[config.mk]
export PLATFORM = sky130hd
export DESIGN_NAME = eth_ipv4_l4_header_parser_core_flat
export DESIGN_NICKNAME = d
export VERILOG_FILES = /design/src/ehp_pkg.sv /design/src/ehp_if.sv /design/src/ehp_front.sv /design/src/ehp_queue.sv /design/src/ehp_back.sv /design/src/eth_ipv4_l4_header_parser_core.sv /design/src/flat_wrapper.sv
export SDC_FILE = /design/constraint.sdc
export NUM_CORES = 1
export LEC_CHECK = 0
export BUFFER_PORTS_ARGS = -buffer_cell sky130_fd_sc_hd__buf_4
export CELL_PAD_IN_SITES_DETAIL_PLACEMENT = 0
export CELL_PAD_IN_SITES_GLOBAL_PLACEMENT = 1
export CORE_MARGIN = 2
export CORE_UTILIZATION = 50
export CTS_CLUSTER_DIAMETER = 40
export CTS_CLUSTER_SIZE = 24
export DETAILED_ROUTE_END_ITERATION = 7
export MAX_ROUTING_LAYER = met4
export PLACE_DENSITY_LB_ADDON = 0.1
export SYNTH_ARGS = -nofsm -noshare
export SYNTH_HDL_FRONTEND = slang
export SYNTH_SLANG_ARGS = --single-unit
[constraint.sdc]
create_clock -name clk -period 28.2 [get_ports clk]
set_clock_uncertainty 0.2 [all_clocks]
set_input_delay 5.64 -clock clk [delete_from_list [all_inputs] [get_ports clk]]
set_output_delay 5.64 -clock clk [all_outputs]
set_load 0.1 [all_outputs]
[src/ehp_pkg.sv]
// ----------------------------------------------------------------------------
// ehp_pkg
// Shared types and constants for the Ethernet / IPv4 / TCP-UDP header parser.
// ----------------------------------------------------------------------------
package ehp_pkg;

  // largest frame length that is still reported normally
  localparam logic [15:0] MAX_CAPTURE = 16'd1600;

  // header geometry
  localparam logic [15:0] ETH_LEN     = 16'd14;
  localparam logic [16:0] IP_MIN_END  = 17'd34;   // ethernet plus minimal ip header
  localparam logic [16:0] TCP_MIN     = 17'd20;
  localparam logic [16:0] UDP_LEN     = 17'd8;
  localparam logic [15:0] ETYPE_IPV4  = 16'h0800;
  localparam logic [7:0]  PROTO_TCP   = 8'd6;
  localparam logic [7:0]  PROTO_UDP   = 8'd17;

  // byte offsets of fixed fields within the frame
  localparam logic [15:0] OFF_ETYPE_HI = 16'd12;
  localparam logic [15:0] OFF_ETYPE_LO = 16'd13;
  localparam logic [15:0] OFF_IHL      = 16'd14;
  localparam logic [15:0] OFF_TOT_HI   = 16'd16;
  localparam logic [15:0] OFF_TOT_LO   = 16'd17;
  localparam logic [15:0] OFF_PROTO    = 16'd23;
  localparam logic [15:0] OFF_SRC0     = 16'd26;
  localparam logic [15:0] OFF_SRC1     = 16'd27;
  localparam logic [15:0] OFF_SRC2     = 16'd28;
  localparam logic [15:0] OFF_SRC3     = 16'd29;
  localparam logic [15:0] OFF_DST0     = 16'd30;
  localparam logic [15:0] OFF_DST1     = 16'd31;
  localparam logic [15:0] OFF_DST2     = 16'd32;
  localparam logic [15:0] OFF_DST3     = 16'd33;

  // byte offsets within the transport header
  localparam logic [3:0] L4_SPORT_HI = 4'd0;
  localparam logic [3:0] L4_SPORT_LO = 4'd1;
  localparam logic [3:0] L4_DPORT_HI = 4'd2;
  localparam logic [3:0] L4_DPORT_LO = 4'd3;
  localparam logic [3:0] L4_ULEN_HI  = 4'd4;
  localparam logic [3:0] L4_ULEN_LO  = 4'd5;
  localparam logic [3:0] L4_ACK0     = 4'd8;
  localparam logic [3:0] L4_ACK1     = 4'd9;
  localparam logic [3:0] L4_ACK2     = 4'd10;
  localparam logic [3:0] L4_ACK3     = 4'd11;
  localparam logic [3:0] L4_DOFF     = 4'd12;
  localparam logic [3:0] L4_FLAGS    = 4'd13;
  localparam logic [15:0] L4_SPAN    = 16'd14;

  // packet classes
  typedef enum logic [3:0] {
    CLS_RUNT      = 4'd0,
    CLS_NON_IP    = 4'd1,
    CLS_IP_SHORT  = 4'd2,
    CLS_IP_OTHER  = 4'd3,
    CLS_TCP_SHORT = 4'd4,
    CLS_TCP       = 4'd5,
    CLS_UDP_SHORT = 4'd6,
    CLS_UDP       = 4'd7,
    CLS_TOO_BIG   = 4'd8
  } ehp_class_t;

  // raw header fields picked off the byte stream
  typedef struct packed {
    logic [15:0] ethertype;
    logic [3:0]  ihl;
    logic [15:0] tot_len;
    logic [7:0]  proto;
    logic [31:0] src_addr;
    logic [31:0] dst_addr;
    logic [15:0] src_port;
    logic [15:0] dst_port;
    logic [15:0] udp_len;
    logic [31:0] ack_num;
    logic [3:0]  doff;
    logic        ack_flag;
  } ehp_hdr_t;

  // one finished frame as handed from front to back
  typedef struct packed {
    logic [15:0] cap_len;
    logic        oversize;
    ehp_hdr_t    hdr;
  } ehp_rec_t;

endpackage

[src/ehp_if.sv]
// ----------------------------------------------------------------------------
// ehp_in_if / ehp_out_if
// Valid/ready stream channels for frame bytes and parse results.
// ----------------------------------------------------------------------------
interface ehp_in_if;
  logic       valid;
  logic       ready;
  logic [7:0] data_byte;
  logic       last_byte;

  modport source (output valid, output data_byte, output last_byte, input ready);
  modport sink   (input valid, input data_byte, input last_byte, output ready);
endinterface

interface ehp_out_if;
  logic               valid;
  logic               ready;
  logic [15:0]        cap_len;
  logic [3:0]         packet_class;
  logic [15:0]        ip_total_len;
  logic [5:0]         ip_header_len;
  logic [5:0]         transport_header_len;
  logic signed [16:0] payload_len;
  logic [31:0]        src_addr;
  logic [31:0]        dst_addr;
  logic [15:0]        src_port;
  logic [15:0]        dst_port;
  logic               ack_present;
  logic [31:0]        ack_number;

  modport source (
    output valid, output cap_len, output packet_class, output ip_total_len,
    output ip_header_len, output transport_header_len, output payload_len,
    output src_addr, output dst_addr, output src_port, output dst_port,
    output ack_present, output ack_number, input ready
  );
  modport sink (
    input valid, input cap_len, input packet_class, input ip_total_len,
    input ip_header_len, input transport_header_len, input payload_len,
    input src_addr, input dst_addr, input src_port, input dst_port,
    input ack_present, input ack_number, output ready
  );
endinterface

[src/ehp_front.sv]
// ----------------------------------------------------------------------------
// ehp_front
// Counts frame bytes and picks header fields off the stream by byte offset.
// ----------------------------------------------------------------------------
module ehp_front (
  input  logic            clk,
  input  logic            rst,
  input  logic            accept,
  input  logic [7:0]      data_byte,
  input  logic            last_byte,
  output logic            push,
  output ehp_pkg::ehp_rec_t push_rec
);

  logic [15:0]       byte_count;
  logic [15:0]       byte_count_next;
  logic              oversize_seen;
  logic              oversize_next;
  ehp_pkg::ehp_hdr_t hdr;
  ehp_pkg::ehp_hdr_t hdr_next;
  logic [15:0]       l4_start;
  logic [15:0]       l4_rel;

  // saturating count and oversize flag, including this byte
  always_comb begin
    byte_count_next = (byte_count != 16'hFFFF) ? byte_count + 16'd1 : byte_count;
    oversize_next   = oversize_seen | (byte_count >= ehp_pkg::MAX_CAPTURE);
  end

  // field capture; byte index is the count before this byte
  always_comb begin
    hdr_next = hdr;
    l4_start = 16'd0;
    l4_rel   = 16'd0;
    if (accept) begin
      unique case (byte_count)
        ehp_pkg::OFF_ETYPE_HI: hdr_next.ethertype[15:8] = data_byte;
        ehp_pkg::OFF_ETYPE_LO: hdr_next.ethertype[7:0]  = data_byte;
        ehp_pkg::OFF_IHL:      hdr_next.ihl             = data_byte[3:0];
        ehp_pkg::OFF_TOT_HI:   hdr_next.tot_len[15:8]   = data_byte;
        ehp_pkg::OFF_TOT_LO:   hdr_next.tot_len[7:0]    = data_byte;
        ehp_pkg::OFF_PROTO:    hdr_next.proto           = data_byte;
        ehp_pkg::OFF_SRC0:     hdr_next.src_addr[31:24] = data_byte;
        ehp_pkg::OFF_SRC1:     hdr_next.src_addr[23:16] = data_byte;
        ehp_pkg::OFF_SRC2:     hdr_next.src_addr[15:8]  = data_byte;
        ehp_pkg::OFF_SRC3:     hdr_next.src_addr[7:0]   = data_byte;
        ehp_pkg::OFF_DST0:     hdr_next.dst_addr[31:24] = data_byte;
        ehp_pkg::OFF_DST1:     hdr_next.dst_addr[23:16] = data_byte;
        ehp_pkg::OFF_DST2:     hdr_next.dst_addr[15:8]  = data_byte;
        ehp_pkg::OFF_DST3:     hdr_next.dst_addr[7:0]   = data_byte;
        default: ;
      endcase

      // transport header sits right after ihl*4 bytes of ip header,
      // which can start at the ihl byte itself when ihl is zero
      l4_start = ehp_pkg::ETH_LEN + {10'd0, hdr_next.ihl, 2'b00};
      l4_rel   = byte_count - l4_start;
      if ((byte_count >= ehp_pkg::OFF_IHL) && (byte_count >= l4_start) &&
          (l4_rel < ehp_pkg::L4_SPAN)) begin
        unique case (l4_rel[3:0])
          ehp_pkg::L4_SPORT_HI: hdr_next.src_port[15:8] = data_byte;
          ehp_pkg::L4_SPORT_LO: hdr_next.src_port[7:0]  = data_byte;
          ehp_pkg::L4_DPORT_HI: hdr_next.dst_port[15:8] = data_byte;
          ehp_pkg::L4_DPORT_LO: hdr_next.dst_port[7:0]  = data_byte;
          ehp_pkg::L4_ULEN_HI:  hdr_next.udp_len[15:8]  = data_byte;
          ehp_pkg::L4_ULEN_LO:  hdr_next.udp_len[7:0]   = data_byte;
          ehp_pkg::L4_ACK0:     hdr_next.ack_num[31:24] = data_byte;
          ehp_pkg::L4_ACK1:     hdr_next.ack_num[23:16] = data_byte;
          ehp_pkg::L4_ACK2:     hdr_next.ack_num[15:8]  = data_byte;
          ehp_pkg::L4_ACK3:     hdr_next.ack_num[7:0]   = data_byte;
          ehp_pkg::L4_DOFF:     hdr_next.doff           = data_byte[7:4];
          ehp_pkg::L4_FLAGS:    hdr_next.ack_flag       = data_byte[4];
          default: ;
        endcase
      end
    end
  end

  // frame record goes out on the last byte transfer
  assign push             = accept & last_byte;
  assign push_rec.cap_len  = byte_count_next;
  assign push_rec.oversize = oversize_next;
  assign push_rec.hdr      = hdr_next;

  // counters, cleared at frame end
  always_ff @(posedge clk) begin
    hdr <= hdr_next;
    if (rst) begin
      byte_count    <= 16'd0;
      oversize_seen <= 1'b0;
    end else if (accept) begin
      if (last_byte) begin
        byte_count    <= 16'd0;
        oversize_seen <= 1'b0;
      end else begin
        byte_count    <= byte_count_next;
        oversize_seen <= oversize_next;
      end
    end
  end

endmodule

[src/ehp_queue.sv]
// ----------------------------------------------------------------------------
// ehp_queue
// Two-entry queue of finished frame records between front and back.
// ----------------------------------------------------------------------------
module ehp_queue (
  input  logic              clk,
  input  logic              rst,
  input  logic              push,
  input  ehp_pkg::ehp_rec_t push_rec,
  input  logic              pop,
  output logic              full,
  output logic              head_valid,
  output ehp_pkg::ehp_rec_t head_rec
);

  ehp_pkg::ehp_rec_t entries [2];
  logic              wr_ptr;
  logic              rd_ptr;
  logic [1:0]        count;
  logic              do_pop;

  assign full       = (count == 2'd2);
  assign head_valid = (count != 2'd0);
  assign head_rec   = entries[rd_ptr];
  assign do_pop     = pop & head_valid;

  // storage
  always_ff @(posedge clk) begin
    if (push) begin
      entries[wr_ptr] <= push_rec;
    end
  end

  // pointers and fill level
  always_ff @(posedge clk) begin
    if (rst) begin
      wr_ptr <= 1'b0;
      rd_ptr <= 1'b0;
      count  <= 2'd0;
    end else begin
      if (push) begin
        wr_ptr <= ~wr_ptr;
      end
      if (do_pop) begin
        rd_ptr <= ~rd_ptr;
      end
      if (push && !do_pop) begin
        count <= count + 2'd1;
      end else if (!push && do_pop) begin
        count <= count - 2'd1;
      end
    end
  end

endmodule

[src/ehp_back.sv]
// ----------------------------------------------------------------------------
// ehp_back
// Classifies a frame record, derives lengths and registers the result.
// ----------------------------------------------------------------------------
module ehp_back (
  input  logic              clk,
  input  logic              rst,
  input  logic              head_valid,
  input  ehp_pkg::ehp_rec_t head_rec,
  output logic              pop,
  ehp_out_if.source         res
);

  ehp_pkg::ehp_class_t cls;
  logic [5:0]          ihl4;
  logic [5:0]          doff4;
  logic [16:0]         l4_start;
  logic [16:0]         cap17;
  logic                is_tcp;
  logic                is_udp;
  logic                ip_ok;
  logic                l4_ok;
  logic [15:0]         tot_r;
  logic [5:0]          ihl_r;
  logic [5:0]          thl_r;
  logic [16:0]         pay_r;
  logic [31:0]         src_r;
  logic [31:0]         dst_r;
  logic [15:0]         sport_r;
  logic [15:0]         dport_r;
  logic                ack_r;
  logic [31:0]         ackn_r;

  // classification
  always_comb begin
    ihl4     = {head_rec.hdr.ihl, 2'b00};
    doff4    = {head_rec.hdr.doff, 2'b00};
    cap17    = {1'b0, head_rec.cap_len};
    l4_start = {1'b0, ehp_pkg::ETH_LEN} + {11'd0, ihl4};
    is_tcp   = (head_rec.hdr.proto == ehp_pkg::PROTO_TCP);
    is_udp   = (head_rec.hdr.proto == ehp_pkg::PROTO_UDP);
    priority if (head_rec.oversize) begin
      cls = ehp_pkg::CLS_TOO_BIG;
    end else if (head_rec.cap_len < ehp_pkg::ETH_LEN) begin
      cls = ehp_pkg::CLS_RUNT;
    end else if (head_rec.hdr.ethertype != ehp_pkg::ETYPE_IPV4) begin
      cls = ehp_pkg::CLS_NON_IP;
    end else if (cap17 < ehp_pkg::IP_MIN_END) begin
      cls = ehp_pkg::CLS_IP_SHORT;
    end else if (is_tcp) begin
      if (cap17 < l4_start + ehp_pkg::TCP_MIN) begin
        cls = ehp_pkg::CLS_TCP_SHORT;
      end else begin
        cls = ehp_pkg::CLS_TCP;
      end
    end else if (is_udp) begin
      if (cap17 < l4_start + ehp_pkg::UDP_LEN) begin
        cls = ehp_pkg::CLS_UDP_SHORT;
      end else begin
        cls = ehp_pkg::CLS_UDP;
      end
    end else begin
      cls = ehp_pkg::CLS_IP_OTHER;
    end
    ip_ok = (cls == ehp_pkg::CLS_IP_OTHER) || (cls == ehp_pkg::CLS_TCP_SHORT) ||
            (cls == ehp_pkg::CLS_TCP) || (cls == ehp_pkg::CLS_UDP_SHORT) ||
            (cls == ehp_pkg::CLS_UDP);
    l4_ok = (cls == ehp_pkg::CLS_TCP) || (cls == ehp_pkg::CLS_UDP);
  end

  // field selection per class
  always_comb begin
    tot_r   = ip_ok ? head_rec.hdr.tot_len  : 16'd0;
    ihl_r   = ip_ok ? ihl4                  : 6'd0;
    src_r   = ip_ok ? head_rec.hdr.src_addr : 32'd0;
    dst_r   = ip_ok ? head_rec.hdr.dst_addr : 32'd0;
    sport_r = l4_ok ? head_rec.hdr.src_port : 16'd0;
    dport_r = l4_ok ? head_rec.hdr.dst_port : 16'd0;
    ack_r   = (cls == ehp_pkg::CLS_TCP) && head_rec.hdr.ack_flag;
    ackn_r  = ack_r ? head_rec.hdr.ack_num : 32'd0;
    if (cls == ehp_pkg::CLS_TCP) begin
      thl_r = doff4;
      pay_r = {1'b0, head_rec.hdr.tot_len} - {11'd0, ihl4} - {11'd0, doff4};
    end else if (cls == ehp_pkg::CLS_UDP) begin
      thl_r = ehp_pkg::UDP_LEN[5:0];
      pay_r = {1'b0, head_rec.hdr.udp_len} - ehp_pkg::UDP_LEN;
    end else begin
      thl_r = 6'd0;
      pay_r = 17'd0;
    end
  end

  // output register; takes a new record whenever the slot is free or draining
  assign pop = head_valid && (!res.valid || res.ready);

  always_ff @(posedge clk) begin
    if (pop) begin
      res.cap_len              <= head_rec.cap_len;
      res.packet_class         <= cls;
      res.ip_total_len         <= tot_r;
      res.ip_header_len        <= ihl_r;
      res.transport_header_len <= thl_r;
      res.payload_len          <= pay_r;
      res.src_addr             <= src_r;
      res.dst_addr             <= dst_r;
      res.src_port             <= sport_r;
      res.dst_port             <= dport_r;
      res.ack_present          <= ack_r;
      res.ack_number           <= ackn_r;
    end
    if (rst) begin
      res.valid <= 1'b0;
    end else if (pop) begin
      res.valid <= 1'b1;
    end else if (res.ready) begin
      res.valid <= 1'b0;
    end
  end

endmodule

[src/eth_ipv4_l4_header_parser_core.sv]
// ----------------------------------------------------------------------------
// eth_ipv4_l4_header_parser_core
// Ethernet / IPv4 / TCP-UDP header parser, one frame byte per transfer.
// ----------------------------------------------------------------------------
// Usage:
//   pkt_in carries one frame byte per transfer, wire order, last_byte set on
//   the final byte. For each frame res_out gives one result transfer with the
//   captured length, a packet class and the decoded header fields.
//   Throughput: one byte per cycle while the record queue is not full; header
//   fields are picked off the stream as they pass, so no byte is read back
//   from storage. The record enters the queue on the last-byte transfer and
//   moves into the output register once that register is free or draining.
//   A two-entry record queue separates byte intake from result delivery:
//   while res_out is stalled, bytes keep flowing until two finished frames
//   wait in the queue, then pkt_in.ready drops.
//   Reset (synchronous, active high) clears the byte count, the oversize
//   flag, the queue and the output valid; no clearing pass is needed.
// ----------------------------------------------------------------------------
module eth_ipv4_l4_header_parser_core (
  input  logic      clk,
  input  logic      rst,
  ehp_in_if.sink    pkt_in,
  ehp_out_if.source res_out
);

  logic              accept;
  logic              push;
  ehp_pkg::ehp_rec_t push_rec;
  logic              pop;
  logic              q_full;
  logic              head_valid;
  ehp_pkg::ehp_rec_t head_rec;

  // input transfer
  assign pkt_in.ready = ~q_full;
  assign accept       = pkt_in.valid & pkt_in.ready;

  ehp_front u_front (
    .clk       (clk),
    .rst       (rst),
    .accept    (accept),
    .data_byte (pkt_in.data_byte),
    .last_byte (pkt_in.last_byte),
    .push      (push),
    .push_rec  (push_rec)
  );

  ehp_queue u_queue (
    .clk        (clk),
    .rst        (rst),
    .push       (push),
    .push_rec   (push_rec),
    .pop        (pop),
    .full       (q_full),
    .head_valid (head_valid),
    .head_rec   (head_rec)
  );

  ehp_back u_back (
    .clk        (clk),
    .rst        (rst),
    .head_valid (head_valid),
    .head_rec   (head_rec),
    .pop        (pop),
    .res        (res_out)
  );

endmodule

[src/flat_wrapper.sv]
// flat-port wrapper written by rule: the top's interface ports become plain ports
module eth_ipv4_l4_header_parser_core_flat 
  (clk, rst, pkt_in_valid, pkt_in_data_byte, pkt_in_last_byte, pkt_in_ready, res_out_valid, res_out_cap_len, res_out_packet_class, res_out_ip_total_len, res_out_ip_header_len, res_out_transport_header_len, res_out_payload_len, res_out_src_addr, res_out_dst_addr, res_out_src_port, res_out_dst_port, res_out_ack_present, res_out_ack_number, res_out_ready);
  ehp_in_if pkt_in_i ();
  ehp_out_if res_out_i ();
  input  logic clk;
  input  logic rst;
  input wire logic [$bits(pkt_in_i.valid)-1:0] pkt_in_valid;
  input wire logic [$bits(pkt_in_i.data_byte)-1:0] pkt_in_data_byte;
  input wire logic [$bits(pkt_in_i.last_byte)-1:0] pkt_in_last_byte;
  output wire logic [$bits(pkt_in_i.ready)-1:0] pkt_in_ready;
  output wire logic [$bits(res_out_i.valid)-1:0] res_out_valid;
  output wire logic [$bits(res_out_i.cap_len)-1:0] res_out_cap_len;
  output wire logic [$bits(res_out_i.packet_class)-1:0] res_out_packet_class;
  output wire logic [$bits(res_out_i.ip_total_len)-1:0] res_out_ip_total_len;
  output wire logic [$bits(res_out_i.ip_header_len)-1:0] res_out_ip_header_len;
  output wire logic [$bits(res_out_i.transport_header_len)-1:0] res_out_transport_header_len;
  output wire logic [$bits(res_out_i.payload_len)-1:0] res_out_payload_len;
  output wire logic [$bits(res_out_i.src_addr)-1:0] res_out_src_addr;
  output wire logic [$bits(res_out_i.dst_addr)-1:0] res_out_dst_addr;
  output wire logic [$bits(res_out_i.src_port)-1:0] res_out_src_port;
  output wire logic [$bits(res_out_i.dst_port)-1:0] res_out_dst_port;
  output wire logic [$bits(res_out_i.ack_present)-1:0] res_out_ack_present;
  output wire logic [$bits(res_out_i.ack_number)-1:0] res_out_ack_number;
  input wire logic [$bits(res_out_i.ready)-1:0] res_out_ready;
  assign pkt_in_i.valid = pkt_in_valid;
  assign pkt_in_i.data_byte = pkt_in_data_byte;
  assign pkt_in_i.last_byte = pkt_in_last_byte;
  assign pkt_in_ready = pkt_in_i.ready;
  assign res_out_valid = res_out_i.valid;
  assign res_out_cap_len = res_out_i.cap_len;
  assign res_out_packet_class = res_out_i.packet_class;
  assign res_out_ip_total_len = res_out_i.ip_total_len;
  assign res_out_ip_header_len = res_out_i.ip_header_len;
  assign res_out_transport_header_len = res_out_i.transport_header_len;
  assign res_out_payload_len = res_out_i.payload_len;
  assign res_out_src_addr = res_out_i.src_addr;
  assign res_out_dst_addr = res_out_i.dst_addr;
  assign res_out_src_port = res_out_i.src_port;
  assign res_out_dst_port = res_out_i.dst_port;
  assign res_out_ack_present = res_out_i.ack_present;
  assign res_out_ack_number = res_out_i.ack_number;
  assign res_out_i.ready = res_out_ready;
  eth_ipv4_l4_header_parser_core u_core (.clk(clk), .rst(rst), .pkt_in(pkt_in_i), .res_out(res_out_i));
endmodule
==> metrics.txt <==
Synth Area in XOR/XNOR 0.0127; Tcrit/Tclk final 0.322; max frequency 110 MHz; Rows just over 90; Seq cells post-synth roughly 830; Total Neg Setup Slack 0 ps; Synth Area in Adders 0.0162; Crit. End Element flip-flop; Synth top cells by count edfxtp_1, dfxtp_1, mux2_2; critical path's slowest cell and3_4; Post-synth EDFFs 610; number of remaining DRC errors 0; CP dominant cell by count buf_4; Placed Cells approximately 2800; prevailing post-synth register cell edfxtp_1; crit-path max FO 73; Avg Cell Area, Syn approximately 16 um^2; Crit path largest cell delay about 960 ps; cell taking the most area after synthesis edfxtp_1; Layout Cells excl Fill ~3000; Pre-Repair DR Iteration Count 5; count leader, synth edfxtp_1; Async SR Flop Fraction 0; TritonCTS clock tree yes; CTS max path bufs 3; Post-Route Utilization 0.604; worst relative slew slack 0.244; Post-CTS Setup Inserts 0; Clk Latency, worst-skew pair 670 ps; TritonCTS Buffers between 100 and 150; worst endpoint data arrival time a little over 9000 ps; pin count of the biggest net entering global routing between 100 and 150; Seq/Total Area, Yosys 0.732; leakage dissipation roughly 13 nW; Hold Buf Count CTS 0; GRT overflow 0; PwrDens roughly 120 nW/um^2; worst min-delay path class flip-flop to flip-flop; Synthesis Warnings 0; vias in the first global route 16579; post-synthesis mux area share 0.134; die area between 60000 and 70000 um^2; compound-cell area share of the yosys netlist 0.0246; I/O pins 209; root buffer selected by CTS clkbuf_16; via-per-instance ratio between 5 and 6; Synth top area share 0.592; clock slew at reported path FFs 60 ps; final hold violation count 0; element type at the critical path start input pin; drt wl/cell approximately 22 um; starting density of the core 0.504; Min Hold Slack approximately 280 ps; die width around 250 um; vias roughly 17000; Core Region 61400 um^2; Setup violations, final 0; CTS HTree Levels 3; ranking of synthesized cells by area edfxtp_1, dfxtp_1, mux2_2; worst-path cell chain buf_4 > and2_1 > and3_4 > buf_4 > buf_4; DRT antenna net count 0; final max-slew violation count 0; Cells after Synth 1913; fillers 4660; unrepaired setup endpoints after global routing false; Worst Setup Path Type input pin to flip-flop; outcome complete, no violations; clock net sink count about 830; number of library cell types mapped by synthesis a little under 70; CTS resizes 0; largest family of logic cells by synthesized area multiplexers; ant diodes 0; Total GRT Usage 0.216; first-pass GRT wire length 100 mm; max_cap viols 0; initial antenna violation count 1; Iter 0 DRT Violations just over 1000; share of cells above drive strength 1 0.292; area grow syn2layout 19.9%; Die Span Y 253 um; Simple-Gate Fraction of Synth Area 0.0641; routability cong. 0.820; min Tclk post-route 9080 ps; PortBufs between 200 and 250; DPL Wire Length approximately 40 mm; Syn Std Cell Area ~31000 um^2; worst endpoint required time 28280 ps; worst slew pin tran between 1000 and 1500 ps; DRT Wirelength ~67 mm; Max VDD drop 112 uV; # nets final approximately 2200
worst max-delay path, delay by kind of cell:
kind	cells	cell delay (ps)
AND/OR/NAND/NOR	2	1410
buffers and inverters	3	1880
final timing paths:
check	from	to	slack [ps]	depth (start not counted)
hold / removal	u_core.u_front.hdr[53]	u_core.u_front.hdr[53]	280	1
hold reg to reg	u_core.u_front.hdr[53]	u_core.u_front.hdr[53]	280	1
setup reg to reg	flip-flop	u_core.u_back.res.payload_len[10]	22030	12
setup / recovery	pkt_in_valid	u_core.u_queue.entries[1][94]	19120	5
state kept, by name, indices dropped and copies added, names as in the netlist, named ones only:
name and cells:
u_core.u_back.res.dst_addr 32, u_core.u_back.res.ip_total_len 16, u_core.u_back.res.src_addr 32, u_core.u_front.oversize_seen 1, u_core.u_queue.entries 420, u_core.u_back.res.dst_port 16, u_core.u_back.res.valid 1, u_core.u_front.hdr 193
u_core.u_back.res.ack_present 1, u_core.u_back.res.src_port 16, u_core.u_back.res.cap_len 16, u_core.u_front.byte_count 16, u_core.u_back.res.transport_header_len 4, u_core.u_queue.count 2, u_core.u_queue.rd_ptr 1, u_core.u_back.res.ip_header_len 4
u_core.u_back.res.ack_number 32, u_core.u_queue.wr_ptr 1, u_core.u_back.res.payload_len 17, u_core.u_back.res.packet_class 4
per-layer routing:
| layer | routed length (um) | track usage | share of wire | up-vias |
|---|---|---|---|---|
| li1 | - | - | - | 7689 |
| met1 | 30500 | 0.294 | 0.46 | 8381 |
| met2 | 32100 | 0.339 | 0.48 | 338 |
| met3 | 2770 | 0.0311 | 0.042 | 94 |
| met4 | 1280 | 0.0637 | 0.019 | 0 |
| met5 | 0 | - | 0 | - |
layout make-up:
type	instances	area, um^2	area share
tap	790	988	0.0267
inverter	20	82.6	0.00223
timing repair buffer	223	1670	0.0452
sequential	826	22600	0.611
clock inverter	89	1140	0.0307
clock buffer	113	2710	0.0731
multi-input combinational	988	7830	0.211
power by group:
part,switching [mW],leakage [nW],internal (mW)
registers,0.0648,7.45,1.50
logic,1.13,4.14,0.258
clock network,0.575,1.85,0.835
layout by cell type, fill, tap and decap left out, drive strengths merged, types with 4 or more instances in the layout:
master	instances
a211oi	5
a21o	5
a21oi	32
a22oi	7
a31oi	8
and2	8
and3	4
buf	223
bufinv	11
clkbuf	113
clkinv	32
clkinvlp	11
conb	4
dfxtp	216
edfxtp	610
fa	5
ha	32
inv	55
mux2	213
mux2i	175
nand2	35
nand2b	8
nand3	29
nand3b	7
nand4	10
nor2	197
nor2b	9
nor3	50
nor3b	4
nor4	9
nor4b	6
o2111ai	5
o211ai	6
o21a	6
o21ai	22
or3	17
xnor2	24
xor2	21
metrics by stage:
stage | setup WS [ps] | total power [mW] | cell area, um^2
2_1_floorplan | 12220 | 2.73 | 30900
3_3_place_gp | 18430 | 2.99 | 33200
3_5_place_dp | 18370 | 3.00 | 33200
4_1_cts | 19090 | 4.41 | 37100
5_1_grt | 18830 | 4.51 | 37100
6_report | 19120 | 4.37 | 37100
cells by family after synthesis:
group                      after synthesis
AOI/OAI and AO/OA                      113
xor gates and xnor gates                45
and+or+nand+nor                        401
other                                    1
adders and majority gates               37
muxes                                  388
DFF                                    826
buffers and inverters                  102
(Power assumes the default switching activity.)
